`src/hw/rtl/bmf_pkg.sv`:
```
// bmf_pkg.sv: shared constants, divisor code and result tag of the 3x3 box mean filter
// no dependencies; used by every file under hw/rtl
package bmf_pkg;

   localparam int MAX_DIM_DEFAULT      = 1024;
   localparam int CHANNEL_BITS_DEFAULT = 16;
   localparam int NUM_CHANNELS         = 3;
   localparam int DIM_BITS             = 11;
   localparam int DIM_RESET            = 1024;
   localparam int OUT_POS_BITS         = 10;

   // neighbor count of one output pixel: corner, edge, interior
   typedef enum logic [1:0] {
      DIV_BY_4,
      DIV_BY_6,
      DIV_BY_9
   } div_code_type;

   typedef struct packed {
      logic [OUT_POS_BITS-1:0] row;
      logic [OUT_POS_BITS-1:0] col;
      logic                    last;
      logic                    done;
      div_code_type            div_code;
   } result_tag_type;

endpackage

```
`src/hw/rtl/bmf_mean_div.sv`:
```
// bmf_mean_div.sv: divides neighborhood sums by 4, 6 or 9 in two registered stages
// depends on bmf_pkg for the divisor code and the result tag
module bmf_mean_div
   import bmf_pkg::*;
#(
   parameter int  CHANNEL_BITS = CHANNEL_BITS_DEFAULT,
   localparam int SUM_BITS     = CHANNEL_BITS + 4
) (
   input  logic                    clock,
   input  logic                    reset,
   input  logic                    in_valid,
   output logic                    in_ready,
   input  logic [SUM_BITS-1:0]     in_sum [NUM_CHANNELS],
   input  result_tag_type          in_tag,
   output logic                    out_valid,
   input  logic                    out_ready,
   output logic [CHANNEL_BITS-1:0] out_mean [NUM_CHANNELS],
   output result_tag_type          out_tag
);

   localparam int SHIFT     = SUM_BITS + 4;
   localparam int MULT_BITS = SHIFT - 1;
   localparam int QUOT_BITS = SUM_BITS - 2;
   localparam int PROD_BITS = SUM_BITS + MULT_BITS;

   // floor reciprocals: the estimate is the quotient or one below it
   localparam logic [MULT_BITS-1:0] RECIP_4 = MULT_BITS'((64'd1 << SHIFT) / 4);
   localparam logic [MULT_BITS-1:0] RECIP_6 = MULT_BITS'((64'd1 << SHIFT) / 6);
   localparam logic [MULT_BITS-1:0] RECIP_9 = MULT_BITS'((64'd1 << SHIFT) / 9);

   logic                    load_q;
   logic                    load_o;
   logic [MULT_BITS-1:0]    recip;
   logic [PROD_BITS-1:0]    prod [NUM_CHANNELS];
   logic                    q_valid_ff;
   logic [QUOT_BITS-1:0]    q_est_ff [NUM_CHANNELS];
   logic [SUM_BITS-1:0]     q_sum_ff [NUM_CHANNELS];
   result_tag_type          q_tag_ff;
   logic [SUM_BITS-1:0]     divisor;
   logic [SUM_BITS-1:0]     times_d [NUM_CHANNELS];
   logic [SUM_BITS-1:0]     rem [NUM_CHANNELS];
   logic [QUOT_BITS-1:0]    quot_fix [NUM_CHANNELS];
   logic [CHANNEL_BITS-1:0] mean_in [NUM_CHANNELS];
   logic                    out_valid_ff;
   logic [CHANNEL_BITS-1:0] mean_ff [NUM_CHANNELS];
   result_tag_type          tag_ff;

   assign load_o   = !out_valid_ff || out_ready;
   assign load_q   = !q_valid_ff || load_o;
   assign in_ready = load_q;

   always_comb begin
      unique case (in_tag.div_code)
         DIV_BY_4: recip = RECIP_4;
         DIV_BY_6: recip = RECIP_6;
         DIV_BY_9: recip = RECIP_9;
         default:  recip = RECIP_4;
      endcase
      for (int ch = 0; ch < NUM_CHANNELS; ch++) begin
         prod[ch] = PROD_BITS'(in_sum[ch]) * PROD_BITS'(recip);
      end
   end

   // remainder check lifts an estimate that fell one short
   always_comb begin
      unique case (q_tag_ff.div_code)
         DIV_BY_4: divisor = SUM_BITS'(4);
         DIV_BY_6: divisor = SUM_BITS'(6);
         DIV_BY_9: divisor = SUM_BITS'(9);
         default:  divisor = SUM_BITS'(4);
      endcase
      for (int ch = 0; ch < NUM_CHANNELS; ch++) begin
         unique case (q_tag_ff.div_code)
            DIV_BY_4: times_d[ch] = SUM_BITS'({q_est_ff[ch], 2'b00});
            DIV_BY_6: times_d[ch] = SUM_BITS'({q_est_ff[ch], 2'b00})
                                  + SUM_BITS'({q_est_ff[ch], 1'b0});
            DIV_BY_9: times_d[ch] = SUM_BITS'({q_est_ff[ch], 3'b000})
                                  + SUM_BITS'(q_est_ff[ch]);
            default:  times_d[ch] = SUM_BITS'({q_est_ff[ch], 2'b00});
         endcase
         rem[ch] = q_sum_ff[ch] - times_d[ch];
         if (rem[ch] >= divisor) begin
            quot_fix[ch] = q_est_ff[ch] + QUOT_BITS'(1);
         end else begin
            quot_fix[ch] = q_est_ff[ch];
         end
         mean_in[ch] = CHANNEL_BITS'(quot_fix[ch]);
      end
   end

   always_ff @(posedge clock) begin
      if (reset) begin
         q_valid_ff   <= 1'b0;
         out_valid_ff <= 1'b0;
      end else begin
         if (load_q) begin
            q_valid_ff <= in_valid;
         end
         if (load_o) begin
            out_valid_ff <= q_valid_ff;
         end
      end
   end

   always_ff @(posedge clock) begin
      if (load_q && in_valid) begin
         for (int ch = 0; ch < NUM_CHANNELS; ch++) begin
            q_est_ff[ch] <= prod[ch][SHIFT +: QUOT_BITS];
            q_sum_ff[ch] <= in_sum[ch];
         end
         q_tag_ff <= in_tag;
      end
      if (load_o && q_valid_ff) begin
         for (int ch = 0; ch < NUM_CHANNELS; ch++) begin
            mean_ff[ch] <= mean_in[ch];
         end
         tag_ff <= q_tag_ff;
      end
   end

   assign out_valid = out_valid_ff;
   assign out_mean  = mean_ff;
   assign out_tag   = tag_ff;

endmodule

```
`config.mk`:
```
export PLATFORM = sky130hd
export DESIGN_NAME = bmf_mean_div
export DESIGN_NICKNAME = d
export VERILOG_FILES = /design/src/hw/rtl/bmf_pkg.sv /design/src/hw/rtl/bmf_mean_div.sv
export SDC_FILE = /design/constraint.sdc
export NUM_CORES = 2
export LEC_CHECK = 0
export ABC_CLOCK_PERIOD_IN_PS = 8770
export BUFFER_PORTS_ARGS = -buffer_cell sky130_fd_sc_hd__buf_2
export CAP_MARGIN = 20
export CELL_PAD_IN_SITES_DETAIL_PLACEMENT = 1
export CELL_PAD_IN_SITES_GLOBAL_PLACEMENT = 2
export CORE_MARGIN = 10
export CORE_UTILIZATION = 39
export CTS_CLUSTER_SIZE = 30
export DETAILED_ROUTE_END_ITERATION = 8
export GPL_ROUTABILITY_DRIVEN = 0
export PLACE_DENSITY = 0.83
export RECOVER_POWER = 50
export SYNTH_ARGS = -nofsm -noshare
export SYNTH_HDL_FRONTEND = slang
export SYNTH_SLANG_ARGS = --single-unit
```
`constraint.sdc`:
```
create_clock -name clock -period 8.77 [get_ports clock]
set_input_delay 1.754 -clock clock [delete_from_list [all_inputs] [get_ports clock]]
set_output_delay 1.754 -clock clock [all_outputs]
set_load 0.05 [all_outputs]
```
## Word-level counts from Yosys, hierarchy flattened

Memory sizes are Yosys's and may differ from the RTL's.
Cells that the tools add are included.

- Reductions and logical operators: 6
- Equality and inequality tests: 4
- Add/subtract/negate cells: 12
- $lt $le $gt $ge: 3
- Muxes and demuxes: 10
- Multipliers: 3

Operators with widths:

| operator | count |
|---|---|
| $mul 20x23->42 | 3 |
| $pmux 20 s2 | 3 |
| $add 20x18->20 | 3 |
| $add 20x19->20 | 3 |
| $ge 20x20->1 | 3 |
| $sub 20x20->20 | 3 |
| $add 16x1->16 const B | 3 |
| $mux 16 | 3 |
| $pmux 23 s2 | 1 |
| $pmux 4 s2 | 1 |
| $eq 2x1->1 const B | 2 |
| $eq 2x2->1 const B | 2 |
| $logic_and 1x1->1 | 2 |
| $logic_not 1->1 | 2 |
| $logic_or 1x1->1 | 2 |
| $mux 1 | 2 |

- Word-level logic and storage cells: 55
- RAM bits: 114
- Output and inout port bits: 74
- Input bits: 88
- Memories: 2
- Bits in registers: 98

Memories:

| name | words | width | rd ports | clocked after memory_dff | write ports | RTL line | source |
|---|---|---|---|---|---|---|---|
| q_sum_ff | 3 | 20 | 3 | 0 | 3 | bmf_mean_div.sv:37 | `logic [SUM_BITS-1:0] q_sum_ff [NUM_CHANNELS];` |
| q_est_ff | 3 | 18 | 3 | 0 | 3 | bmf_mean_div.sv:36 | `logic [QUOT_BITS-1:0] q_est_ff [NUM_CHANNELS];` |

## Longest topological paths before layout

- Word-level depth: 6
- Gate-level depth with buffers: 31
- Depth with buffers taken out: 30

## Worst setup path after synthesis

OpenSTA, ideal clock, no wires.

- Path type: input port to flip-flop
- Start: input port in_tag[0] (netlist name)
- End: memory q_est_ff[0][17] (netlist name) (data pin)
- Setup time: 262 ps
- Path slack: -194 ps
- Required time: 8,508 ps
- Path buffers: 2
- Arrival: 8,702 ps
- Stages on the path: 27
- Cell sequence: inv_1 -> ha_1 -> clkbuf_1 -> clkbuf_1 -> nand2_1 -> fa_1 -> inv_1 -> fa_1 -> fa_1 -> fa_1 -> fa_1 -> fa_1 -> inv_1 -> fa_1 -> inv_1 -> ha_1 -> a21o_1 -> a21o_1 -> a211oi_1 -> nand2_1 -> o31ai_1 -> o21ai_0 -> a32o_1 -> a31o_2 -> a31oi_1 -> o21bai_1 -> xor2_1

RTL lines:

| what | RTL line | source |
|---|---|---|
| start: declaration | bmf_mean_div.sv:14 | `input result_tag_type in_tag,` |
| end: declaration | bmf_mean_div.sv:36 |  |

==> metrics.json <==
{
  "outcome": {"value": "finished, final reports clean"},
  "seq_area_frac_synth": {"value": 15.28, "unit": "%"},
  "cts.clk_slew.worst_paths": {"value": 60, "unit": "ps"},
  "final.fill_count": {"value": 11950},
  "cts.sinks": {"value": 212},
  "yosys.cell_types.count": {"value": 85},
  "synth.yosys.warnings": {"value": 0},
  "maxCapViolCount": {"value": 0},
  "grt_pass1_vias": {"value": 36550},
  "cp_data_required_time": {"value": 9070, "unit": "ps"},
  "post_route_cells_drive_above_1_share": {"value": 17.05, "unit": "%"},
  "metal3_wl": {"value": 6343, "unit": "um"},
  "synth_area_leader_cell": {"value": "sky130_fd_sc_hd__fa_1"},
  "crit_path_start_kind": {"value": "primary input"},
  "post_synth_inst_count": {"value": 4161},
  "port-buffer-count": {"value": 161},
  "netlist_area": {"value": 41540, "unit": "um2"},
  "critPathKind": {"value": "primary input to register"},
  "finalClockSkew": {"value": 8.638, "unit": "ps"},
  "post-route-min-period": {"value": 8739, "unit": "ps"},
  "synth_ff_type": {"value": "sky130_fd_sc_hd__edfxtp_1"},
  "slew_headroom": {"value": 30.33, "unit": "%"},
  "place.detailed.hpwl": {"value": 117500, "unit": "um"},
  "route.top_layer_used": {"value": "met5"},
  "die_x": {"value": 346.4, "unit": "um"},
  "fin_tns_setup": {"value": 0, "unit": "ps"},
  "setup_repair_after_global_routing_missed_its_margin": {"value": "true"},
  "slowest_stage": {"value": "sky130_fd_sc_hd__fa_1"},
  "tritoncts": {"value": "yes"},
  "setup_viol": {"value": 0},
  "final_net_count": {"value": 6240},
  "die_h": {"value": 346.4, "unit": "um"},
  "timing_max_transition_violations_final": {"value": 0},
  "post-synth-top-count-cell": {"value": "sky130_fd_sc_hd__inv_1"},
  "worst_skew_pair.late_latency": {"value": 550, "unit": "ps"},
  "grt_max_degree": {"value": 81},
  "drtPass1Iterations": {"value": 5},
  "final_antenna_net_count": {"value": 0},
  "worst_hold_path_stage_count": {"value": 0},
  "start_util": {"value": 39.35, "unit": "%"},
  "via_per_instance_ratio": {"value": 5.212},
  "synth_async_sr_flop_share": {"value": 0, "unit": "%"},
  "drtIter0Drc": {"value": 1875},
  "routed-wl-met2": {"value": 64270, "unit": "um"},
  "ys_ff_latch": {"value": 212},
  "setup.worst_path.end_class": {"value": "register"},
  "worst_ep_arrival_time": {"value": 9040, "unit": "ps"},
  "grt_pass1_wl": {"value": 209200, "unit": "um"},
  "rows": {"value": 119},
  "worst_path_largest_cell_delay": {"value": 600, "unit": "ps"},
  "remaining_drcs": {"value": 0},
  "cts_made_buffers": {"value": 22},
  "post_synth.cell_area_avg": {"value": 9.983, "unit": "um2"},
  "layout.area.seq": {"value": 6346, "unit": "um2"},
  "antenna_found_initial": {"value": 17},
  "reg2reg_depth": {"value": 24},
  "core_region_area": {"value": 105600, "unit": "um2"},
  "measured_slew_at_the_worst_slew_check_pin": {"value": 1045, "unit": "ps"},
  "grt.total_usage": {"value": 21.97, "unit": "%"},
  "yosys-top-cells-area": {"value": "sky130_fd_sc_hd__fa_1 29%, sky130_fd_sc_hd__ha_1 21%, sky130_fd_sc_hd__edfxtp_1 15%, sky130_fd_sc_hd__inv_1 8.1%, sky130_fd_sc_hd__xnor2_1 3.6%"},
  "critical_path.most_common_cell": {"value": "sky130_fd_sc_hd__fa_1"},
  "synth-edff-count": {"value": 210},
  "synth_nets": {"value": 5549},
  "area_growth": {"value": 18.77, "unit": "%"},
  "synth.top_cells.by_count": {"value": "896 x sky130_fd_sc_hd__inv_1, 688 x sky130_fd_sc_hd__ha_1, 612 x sky130_fd_sc_hd__fa_1"},
  "synth_largest_type_area_fraction": {"value": 29.49, "unit": "%"},
  "hold_violation_count_in_the_final_report": {"value": 0},
  "hp-class": {"value": "register to register"},
  "clockRootBuffer": {"value": "sky130_fd_sc_hd__clkbuf_16"},
  "postLayoutCoreUtil": {"value": 46.74, "unit": "%"},
  "post_drt_wl_per_cell": {"value": 21.47, "unit": "um"},
  "design.die.area": {"value": 120000, "unit": "um2"},
  "io_pins": {"value": 162},
  "wl_met1": {"value": 60550, "unit": "um"},
  "final_min_period_over_clock_period": {"value": 99.65, "unit": "%"},
  "grt_overflow": {"value": 0},
  "h_tree_levels": {"value": 1},
  "wl": {"value": 134500, "unit": "um"},
  "fmax": {"value": 0.1144, "unit": "GHz"},
  "via_count": {"value": 32660},
  "area_of_combinational_cells_with_multiple_inputs": {"value": 31940, "unit": "um2"},
  "clock_tree.buffer_depth": {"value": 3},
  "path_max_fanout": {"value": 3}
}
## worst paths after layout
path / slack [ps] / end / startpoint
worst max-delay path: 30 / q_est_ff[0][33] / in_tag[1]
worst max register to register: 1620 / out_mean[1] / q_est_ff[0][37]
worst min-delay path: 420 / out_tag[4] / q_tag_ff[4]
worst min register to register: 420 / out_tag[4] / q_tag_ff[4]
## what timing repair did
action                     in CTS  in global routing
setup endpoints to repair       9                 34
cloned                          0                  2
resized for setup              14                 69
pin swaps                       6                 47
hold buffers                    0                  0
buffers inserted                4                  7
## kinds of logic (layout without fill, tap and decap cells)
kind of cell	count (synthesis)	count (layout)	share of synthesized area (%)
flops	212	212	15.28
other cells	0	7	0
compound gates	663	663	10.76
xor+xnor	235	235	4.955
simple gates	780	780	9.747
fa+ha+maj	1300	1300	50.22
buf+inv	955	1662	8.648
mux	16	16	0.3976
## sequential cells by signal (all words and copies together), names as in the netlist
name / cells
out_mean: 48
out_tag: 24
out_valid: 1
q_est_ff: 54
q_sum_ff: 60
q_tag_ff: 24
q_valid_ff: 1
## final cells by class
type | count | share of cell area [%]
Tap cell | 1391 | 3.528
Timing Repair Buffer | 723 | 10.46
Inverter | 899 | 6.840
Sequential cell | 212 | 12.86
Clock inverter | 14 | 0.3373
Clock buffer | 26 | 1.189
Multi-Input combinational cell | 2994 | 64.75
Antenna cell | 7 | 0.03551
## worst max-delay path: cells and delay by family
| kind | cells | cell delay (ps) |
|---|---|---|
| adder cells (fa/ha/maj) | 9 | 4230 |
| AO/OA/AOI/OAI | 7 | 1350 |
| buffers and inverters | 10 | 860 |
| AND/OR/NAND/NOR | 4 | 730 |
| XOR/XNOR | 1 | 90 |
## per-layer routing
metal	vias to the layer above	GRT usage, %
li1	15200	-
met1	16580	29.76
met2	696	37.69
met3	170	1.998
met4	12	5.065
met5	-	0
## layout by cell type, fill, tap and decap left out, drive strengths merged, types with 16 or more instances in the layout
cell	netlist	layout
inv	897	898
ha	688	688
buf	7	685
fa	612	612
edfxtp	210	210
nand2	208	208
xnor2	169	169
a21oi	166	166
nor2	130	130
o21ai	120	120
a21o	117	117
and2	110	110
xor2	66	66
clkbuf	49	64
nor2b	58	58
nand3	57	57
nand2b	55	55
nor3	38	38
o221ai	32	32
o21a	30	30
nand4	27	27
o21bai	26	26
a31oi	19	19
and3	16	16
a211oi	16	16
## stage by stage
stage	hold WS, ps	instance area, um2	setup slack (ps)	cells
floorplan	400.3	41560	-54.41	4161
global placement	402.1	48120	-579.4	6206
detailed placement	405.2	48120	-874.0	6206
CTS	417.2	48970	-52.14	6250
global route	427.3	49320	-183.0	6260
finish	419.8	49340	31.03	6266
Power is not shown: default switching activity piles up to over one toggle a cycle in this logic, so the estimate is an artifact.
